===== config.mk =====
export PLATFORM = sky130hd
export DESIGN_NAME = sha_message_padder_top
export DESIGN_NICKNAME = d
export VERILOG_FILES = /design/src/shapad_pkg.sv /design/src/shapad_push.sv /design/src/shapad_seq.sv /design/src/sha_message_padder_top.sv
export SDC_FILE = /design/constraint.sdc
export NUM_CORES = 1
export LEC_CHECK = 0
export BUFFER_PORTS_ARGS = -buffer_cell sky130_fd_sc_hd__buf_2
export CAP_MARGIN = 0
export CORE_MARGIN = 3
export CORE_UTILIZATION = 55
export CTS_CLUSTER_DIAMETER = 30
export CTS_CLUSTER_SIZE = 8
export DETAILED_ROUTE_END_ITERATION = 16
export PLACE_DENSITY = 0.75
export SLEW_MARGIN = 20
export SYNTH_ARGS = -nofsm -noshare
export SYNTH_HDL_FRONTEND = slang
export SYNTH_SLANG_ARGS = --single-unit

===== constraint.sdc =====
create_clock -name clk -period 3.5 [get_ports clk]
set_input_delay 0.175 -clock clk [delete_from_list [all_inputs] [get_ports clk]]
set_output_delay 0.175 -clock clk [all_outputs]
set_load 0.005 [all_outputs]

===== src/shapad_pkg.sv =====
// Shared types and constants of the message padder.
// No dependencies.
`default_nettype none

package shapad_pkg;

    // cmd codes
    localparam logic CMD_APPEND = 1'b0;
    localparam logic CMD_FINISH = 1'b1;

    localparam logic [7:0] PAD_MARK   = 8'h80;
    localparam logic [8:0] BLK_NARROW = 9'd64;
    localparam logic [8:0] BLK_WIDE   = 9'd128;
    localparam logic [8:0] RSV_NARROW = 9'd8;
    localparam logic [8:0] RSV_WIDE   = 9'd16;

    // result of one byte push
    typedef struct packed {
        logic        word_done;
        logic        block_end;
        logic [31:0] word;
    } push_res_t;

    // pad sequencer status toward the datapath
    typedef struct packed {
        logic       busy;
        logic       last;
        logic [7:0] pad_byte;
    } seq_stat_t;

endpackage

`default_nettype wire


===== src/shapad_push.sv =====
// Byte packer: absorbs one byte into the partial word and byte count.
// Depends on shapad_pkg.
`default_nettype none

module shapad_push
    import shapad_pkg::*;
(
    input  wire logic [31:0] count,
    input  wire logic [23:0] partial,
    input  wire logic [7:0]  byte_in,
    input  wire logic        wide,
    output logic [31:0]      count_next,
    output logic [23:0]      partial_next,
    output push_res_t        res
);

    logic [31:0] acc;

    always_comb
    begin
        acc           = {partial, byte_in};
        count_next    = count + 32'd1;
        res.word_done = (count[1:0] == 2'b11);
        res.word      = acc;
        // block boundary from the low count bits under the current mode
        res.block_end = res.word_done &&
                        (wide ? (count_next[6:0] == 7'd0) : (count_next[5:0] == 6'd0));
        partial_next  = res.word_done ? 24'd0 : acc[23:0];
    end

endmodule

`default_nettype wire


===== src/shapad_seq.sv =====
// Pad sequencer: sizes the pad run and feeds one pad byte per step.
// Depends on shapad_pkg.
`default_nettype none

module shapad_seq
    import shapad_pkg::*;
(
    input  wire logic        clk,
    input  wire logic        rst_n,
    input  wire logic        start,
    input  wire logic [31:0] count_in,
    input  wire logic        wide,
    input  wire logic        step,
    output seq_stat_t        stat
);

    typedef enum logic {ST_IDLE, ST_PAD} state_t;

    state_t      state_reg, state_next;
    logic [7:0]  remaining_reg, remaining_next;
    logic        first_reg, first_next;
    logic [31:0] bits_reg, bits_next;

    logic [8:0]  last_pos;
    logic [8:0]  blk;
    logic [8:0]  thr;
    logic [8:0]  padn;

    always_comb
    begin
        last_pos = wide ? {2'b00, count_in[6:0]} : {3'b000, count_in[5:0]};
        blk      = wide ? BLK_WIDE : BLK_NARROW;
        thr      = blk - (wide ? RSV_WIDE : RSV_NARROW);
        // second block when the length field would not fit
        padn     = (last_pos < thr) ? (blk - last_pos) : ({blk[7:0], 1'b0} - last_pos);
    end

    always_comb
    begin
        state_next     = state_reg;
        remaining_next = remaining_reg;
        first_next     = first_reg;
        bits_next      = bits_reg;
        case (state_reg)
            ST_IDLE:
            begin
                if (start)
                begin
                    state_next     = ST_PAD;
                    remaining_next = padn[7:0];
                    first_next     = 1'b1;
                    bits_next      = {count_in[28:0], 3'b000};
                end
            end
            ST_PAD:
            begin
                if (step)
                begin
                    first_next     = 1'b0;
                    remaining_next = remaining_reg - 8'd1;
                    if (remaining_reg == 8'd1)
                    begin
                        state_next = ST_IDLE;
                    end
                end
            end
            default:
            begin
                state_next = ST_IDLE;
            end
        endcase
    end

    always_ff @(posedge clk or negedge rst_n)
    begin
        if (!rst_n)
        begin
            state_reg     <= ST_IDLE;
            remaining_reg <= 8'd0;
            first_reg     <= 1'b0;
            bits_reg      <= 32'd0;
        end
        else
        begin
            state_reg     <= state_next;
            remaining_reg <= remaining_next;
            first_reg     <= first_next;
            bits_reg      <= bits_next;
        end
    end

    // marker first, zeros, then the bit count MSB first in the last four bytes
    always_comb
    begin
        stat.busy     = (state_reg == ST_PAD);
        stat.last     = (remaining_reg == 8'd1);
        stat.pad_byte = 8'h00;
        if (first_reg)
        begin
            stat.pad_byte = PAD_MARK;
        end
        else if (remaining_reg <= 8'd4)
        begin
            case (remaining_reg[1:0])
                2'b00:   stat.pad_byte = bits_reg[31:24];
                2'b11:   stat.pad_byte = bits_reg[23:16];
                2'b10:   stat.pad_byte = bits_reg[15:8];
                2'b01:   stat.pad_byte = bits_reg[7:0];
                default: stat.pad_byte = 8'h00;
            endcase
        end
    end

endmodule

`default_nettype wire


===== src/sha_message_padder_top.sv =====
// Message padder top level: byte packer, pad sequencer and output register.
// Depends on shapad_pkg, shapad_push, shapad_seq.
//
//  channel | signals                                        | dir | beat
//  --------+------------------------------------------------+-----+---------------------
//  input   | in_valid, in_stall, cmd, data_byte             | in  | one byte or finish
//  output  | out_valid, out_stall, word, block_end,         | out | one 32-bit word
//          | message_end, run_last                          |     |
//  config  | cfg_we, cfg_wdata                              | in  | wide_block register
//
// Output: a data byte is taken whenever in_stall is low; a word beat leaves from the output
// register the cycle after its fourth byte is taken.
// Finish: the pad run pushes one byte per cycle, unless stalled, through the shared byte
// packer, a pad of 9 to 144 bytes, and in_stall stays high throughout.
// Stalls: a pad byte that completes a word waits while the output register is
// full and stalled; the input is stalled likewise.
// Reset clears byte count, partial word, mode register and the output valid.
`default_nettype none

module sha_message_padder_top
    import shapad_pkg::*;
(
    input  wire logic        clk,
    input  wire logic        rst_n,
    // input channel
    input  wire logic        in_valid,
    output logic             in_stall,
    input  wire logic        cmd,
    input  wire logic [7:0]  data_byte,
    // output channel
    output logic             out_valid,
    input  wire logic        out_stall,
    output logic [31:0]      word,
    output logic             block_end,
    output logic             message_end,
    output logic             run_last,
    // configuration
    input  wire logic        cfg_we,
    input  wire logic        cfg_wdata
);

    logic        wide_reg;
    logic [31:0] count_reg, count_next;
    logic [23:0] partial_reg, partial_next;
    logic        out_valid_reg, out_valid_next;
    logic [31:0] word_reg;
    logic        block_end_reg;
    logic        message_end_reg;
    logic        run_last_reg;

    logic [31:0] push_count;
    logic [23:0] push_partial;
    logic [7:0]  push_byte;
    push_res_t   push_res;
    seq_stat_t   seq_stat;

    logic out_busy;
    logic accept;
    logic do_append;
    logic do_start;
    logic do_step;
    logic push_en;
    logic load;
    logic pad_done;

    // output register holds a word that the sink has not taken yet
    assign out_busy  = out_valid_reg && out_stall;
    assign in_stall  = seq_stat.busy || out_busy;
    assign accept    = in_valid && !in_stall;
    assign do_append = accept && (cmd == CMD_APPEND);
    assign do_start  = accept && (cmd == CMD_FINISH);
    // a pad byte that would complete a word needs a free output register
    assign do_step   = seq_stat.busy && !(push_res.word_done && out_busy);
    assign push_en   = do_append || do_step;
    assign load      = push_en && push_res.word_done;
    assign pad_done  = do_step && seq_stat.last;

    assign push_byte = seq_stat.busy ? seq_stat.pad_byte : data_byte;

    shapad_push u_push (
        .count        (count_reg),
        .partial      (partial_reg),
        .byte_in      (push_byte),
        .wide         (wide_reg),
        .count_next   (push_count),
        .partial_next (push_partial),
        .res          (push_res)
    );

    shapad_seq u_seq (
        .clk      (clk),
        .rst_n    (rst_n),
        .start    (do_start),
        .count_in (count_reg),
        .wide     (wide_reg),
        .step     (do_step),
        .stat     (seq_stat)
    );

    always_comb
    begin
        count_next   = count_reg;
        partial_next = partial_reg;
        if (pad_done)
        begin
            // message closed: ready for the next one
            count_next   = 32'd0;
            partial_next = 24'd0;
        end
        else if (push_en)
        begin
            count_next   = push_count;
            partial_next = push_partial;
        end

        if (load)
        begin
            out_valid_next = 1'b1;
        end
        else if (!out_stall)
        begin
            out_valid_next = 1'b0;
        end
        else
        begin
            out_valid_next = out_valid_reg;
        end
    end

    always_ff @(posedge clk or negedge rst_n)
    begin
        if (!rst_n)
        begin
            wide_reg      <= 1'b0;
            count_reg     <= 32'd0;
            partial_reg   <= 24'd0;
            out_valid_reg <= 1'b0;
        end
        else
        begin
            if (cfg_we)
            begin
                wide_reg <= cfg_wdata;
            end
            count_reg     <= count_next;
            partial_reg   <= partial_next;
            out_valid_reg <= out_valid_next;
        end
    end

    // output payload, no reset needed
    always_ff @(posedge clk)
    begin
        if (load)
        begin
            word_reg        <= push_res.word;
            block_end_reg   <= push_res.block_end;
            message_end_reg <= pad_done;
            run_last_reg    <= do_append || pad_done;
        end
    end

    assign out_valid   = out_valid_reg;
    assign word        = word_reg;
    assign block_end   = block_end_reg;
    assign message_end = message_end_reg;
    assign run_last    = run_last_reg;

endmodule

`default_nettype wire


==> impl_metrics.ini <==
[yosys]
syn_area_per_cell_sq_um = 11.9
synth_fa_ha_area_share_pct = 1.75
yosysSeqAreaShare_pct = 59.5
synth_top_area_cell = dfrtp_1
synth_top_family_by_area = compound AO/OA/AOI/OAI gates
synth_ff_type = dfrtp_1
syn_area_sq_um = 5720
yosysWarnings = 0
syn_inst = 480
synth-simple-area-share_pct = 12.1
yosysTopAreaCellShare_pct = 41.2
synth-compound-area-share_pct = 14.9
ys_ff_latch = 129
muxShareOfSynthArea_pct = 4.73
syn_nets = 503
synth_xor_area_share_pct = 3.68
synth_edf_count = 35
ys_types = 53
synthArstFlopShare_pct = 72.9
ys_top_cells_by_area = dfrtp_1 41%, edfxtp_1 18%, mux2_2 4.7%

[finish]
utilization_pct = 67.8
layout.nets = 562
final_cell_mix = 94 x dfrtp_1, 50 x buf_2, 35 x edfxtp_1
seqCellArea_sq_um = 3400
num_antenna_cells = 0
multi_input_area_sq_um = 2130
final_area_sq_um = 6750
drive_above_1_share_pct = 22.3
fin_cells = 685
synthToLayoutAreaGrowth_pct = 18.1
layout_commonest_cell = dfrtp_1
largest_reg_flops = 32
num-fill-cells = 701

[worst_setup_path]
worstPathMaxFanout = 35
cp_data_arrival_time_ns = 2.59
crit_type = flip-flop to flip-flop
r2r-start = count_reg[0]
cp-end-kind = flip-flop
crit_required_ns = 3.66
crit_path_start_kind = flip-flop
startpoint = count_reg[0]
r2r_cells = 6

[detailed_routing]
postRouteAntennaNets = 0
drc = 0
dr.pass1.iters = 7
wl_per_cell_microns = 18.4
post_drt_via_cell_ratio = 5.89
vias = 4036
initialDrtViolationCount = 254
wirelength_microns = 12600

[power]
finalPower_mw = 5.54
power_leakage_nw = 2.96
power_density_nw_per_um2 = 821
ir_worst_vdd_uv = 544

[grt]
grt_pass1_vias = 3921
grt_pass1_wl_microns = 20600
track_usage_pct = 23.2
antenna_found_initial = 0
grt_remaining_overflow = 0
grt_util_met1_pct = 32.6
grt_use_met3_pct = 5.73
grt_max_degree = 78
use_met2_pct = 35.5
top_usage_layer = met2

[floorplan]
dieHeight_microns = 108
core_area_sq_um = 9950
die_x_microns = 108
initial_utilization_pct = 57.4
dieArea_sq_um = 11700
io_pins = 52
rows = 36

[timing]
drv_slew = 0
hold_viol_final = 0
fmax_mhz = 413
tightest_slew_ns = 0.946
slew_headroom_pct = 36.9
post-route-min-period_ns = 2.42
setup_viol = 0
rsz0062_at_grt = false
finClkSkew_ns = 0.00729
setup_tns_ns = 0
finalCritPeriodShare_pct = 69.2

[clock_tree]
cts_tree = done
cts_made_buffers = 17
clkLatencyLatePin_ns = 0.52
postCtsSetupRepairBufs = 0
cts_resized = 0
clock-root-buffer = clkbuf_8
clock_path_buffers = 2
htree_levels = 4
clk_pin_slew_worst_paths_ns = 0.06
clock_sinks = 129

[min_path]
worstHoldStart = data_byte[7]
worstHoldPathType = input port to flip-flop
hold-path-cell-count = 2

[placed_design]
placedInstanceArea_sq_um = 6080
port_buffers = 51
placed_cells = 643
gp_congestion = 0.873
dpl.hpwl_microns = 8520

[flow_run]
maxCapViolations = 0

[status]
status = completed
worst paths after layout:
kind                                        end  slack, ns
max in group asynchronous       partial_reg[14]       2.32
min in group asynchronous       partial_reg[19]       0.35
worst min register to register         word[30]       0.46
worst min-delay path                    word[7]       0.02
worst max register to register      message_end       1.08
worst max-delay path                message_end       1.08
cell usage after synthesis (4+ instances only):
cell	instances
a2111oi_1	4
a21o_1	4
a21oi_1	16
a221oi_1	4
a22o_1	28
a22oi_1	8
and2_1	4
and4_1	7
buf_1	4
buf_2	7
clkbuf_1	14
dfrtp_1	94
edfxtp_1	35
ha_1	8
inv_1	17
mux2_2	24
nand2_1	34
nand3_1	14
nand4_1	5
nor2_1	28
nor2b_1	6
nor3_1	13
o211ai_1	5
o21ai_0	28
o31ai_1	4
or3_1	6
xnor2_1	19
xor2_1	5
layout make-up:
| class | instances | share of cell area, % |
|---|---|---|
| Sequential cell | 129 | 50.4 |
| Tap cell | 133 | 2.47 |
| Multi-Input combinational cell | 306 | 31.5 |
| Timing Repair Buffer | 67 | 6.12 |
| Inverter | 18 | 1.00 |
| Clock buffer | 17 | 6.14 |
| Clock inverter | 15 | 2.37 |
where the power goes:
group | switching, mW | internal [mW]
clock | 0.674 | 1.02
sequential | 0.400 | 2.07
combinational | 0.806 | 0.568
per-layer routing:
metal | vias to the layer above | wire (microns)
met2 | 136 | 5960
met3 | 22 | 630
met5 | - | 0
met1 | 1981 | 5750
li1 | 1897 | -
met4 | 0 | 235
critical path: stages (launching register included):
cell and delay, ns:
dfrtp_1 0.47, ha_1 0.32, nand3_1 0.18, and2_0 0.35, o21ai_0 0.23, inv_1 0.09, buf_4 0.40
what timing repair did:
item | CTS | global route
hold buffers | 8 | 1
endpoints found under the setup margin | 0 | 0
hold endpoints to repair | 82 | 1
per-stage QoR:
| step | setup WS [ns] | hold slack (ns) |
|---|---|---|
| after floorplan | 1.05 | -0.121 |
| after global placement | 1.19 | 0.393 |
| after detailed placement | 1.11 | 0.391 |
| after CTS | 1.10 | 0.00555 |
| after global routing | 0.894 | 0.0218 |
| final | 1.08 | 0.0216 |
cell families (layout without fill, tap and decap cells):
group / after synthesis / count (layout)
AOI/OAI and AO/OA: 117 / 117
DFF: 129 / 129
adders and majority gates: 8 / 8
buffers and inverters: 45 / 117
xor gates and xnor gates: 24 / 24
muxes: 24 / 24
and+or+nand+nor: 133 / 133
No activity file was read; power rests on OpenSTA's default activity.
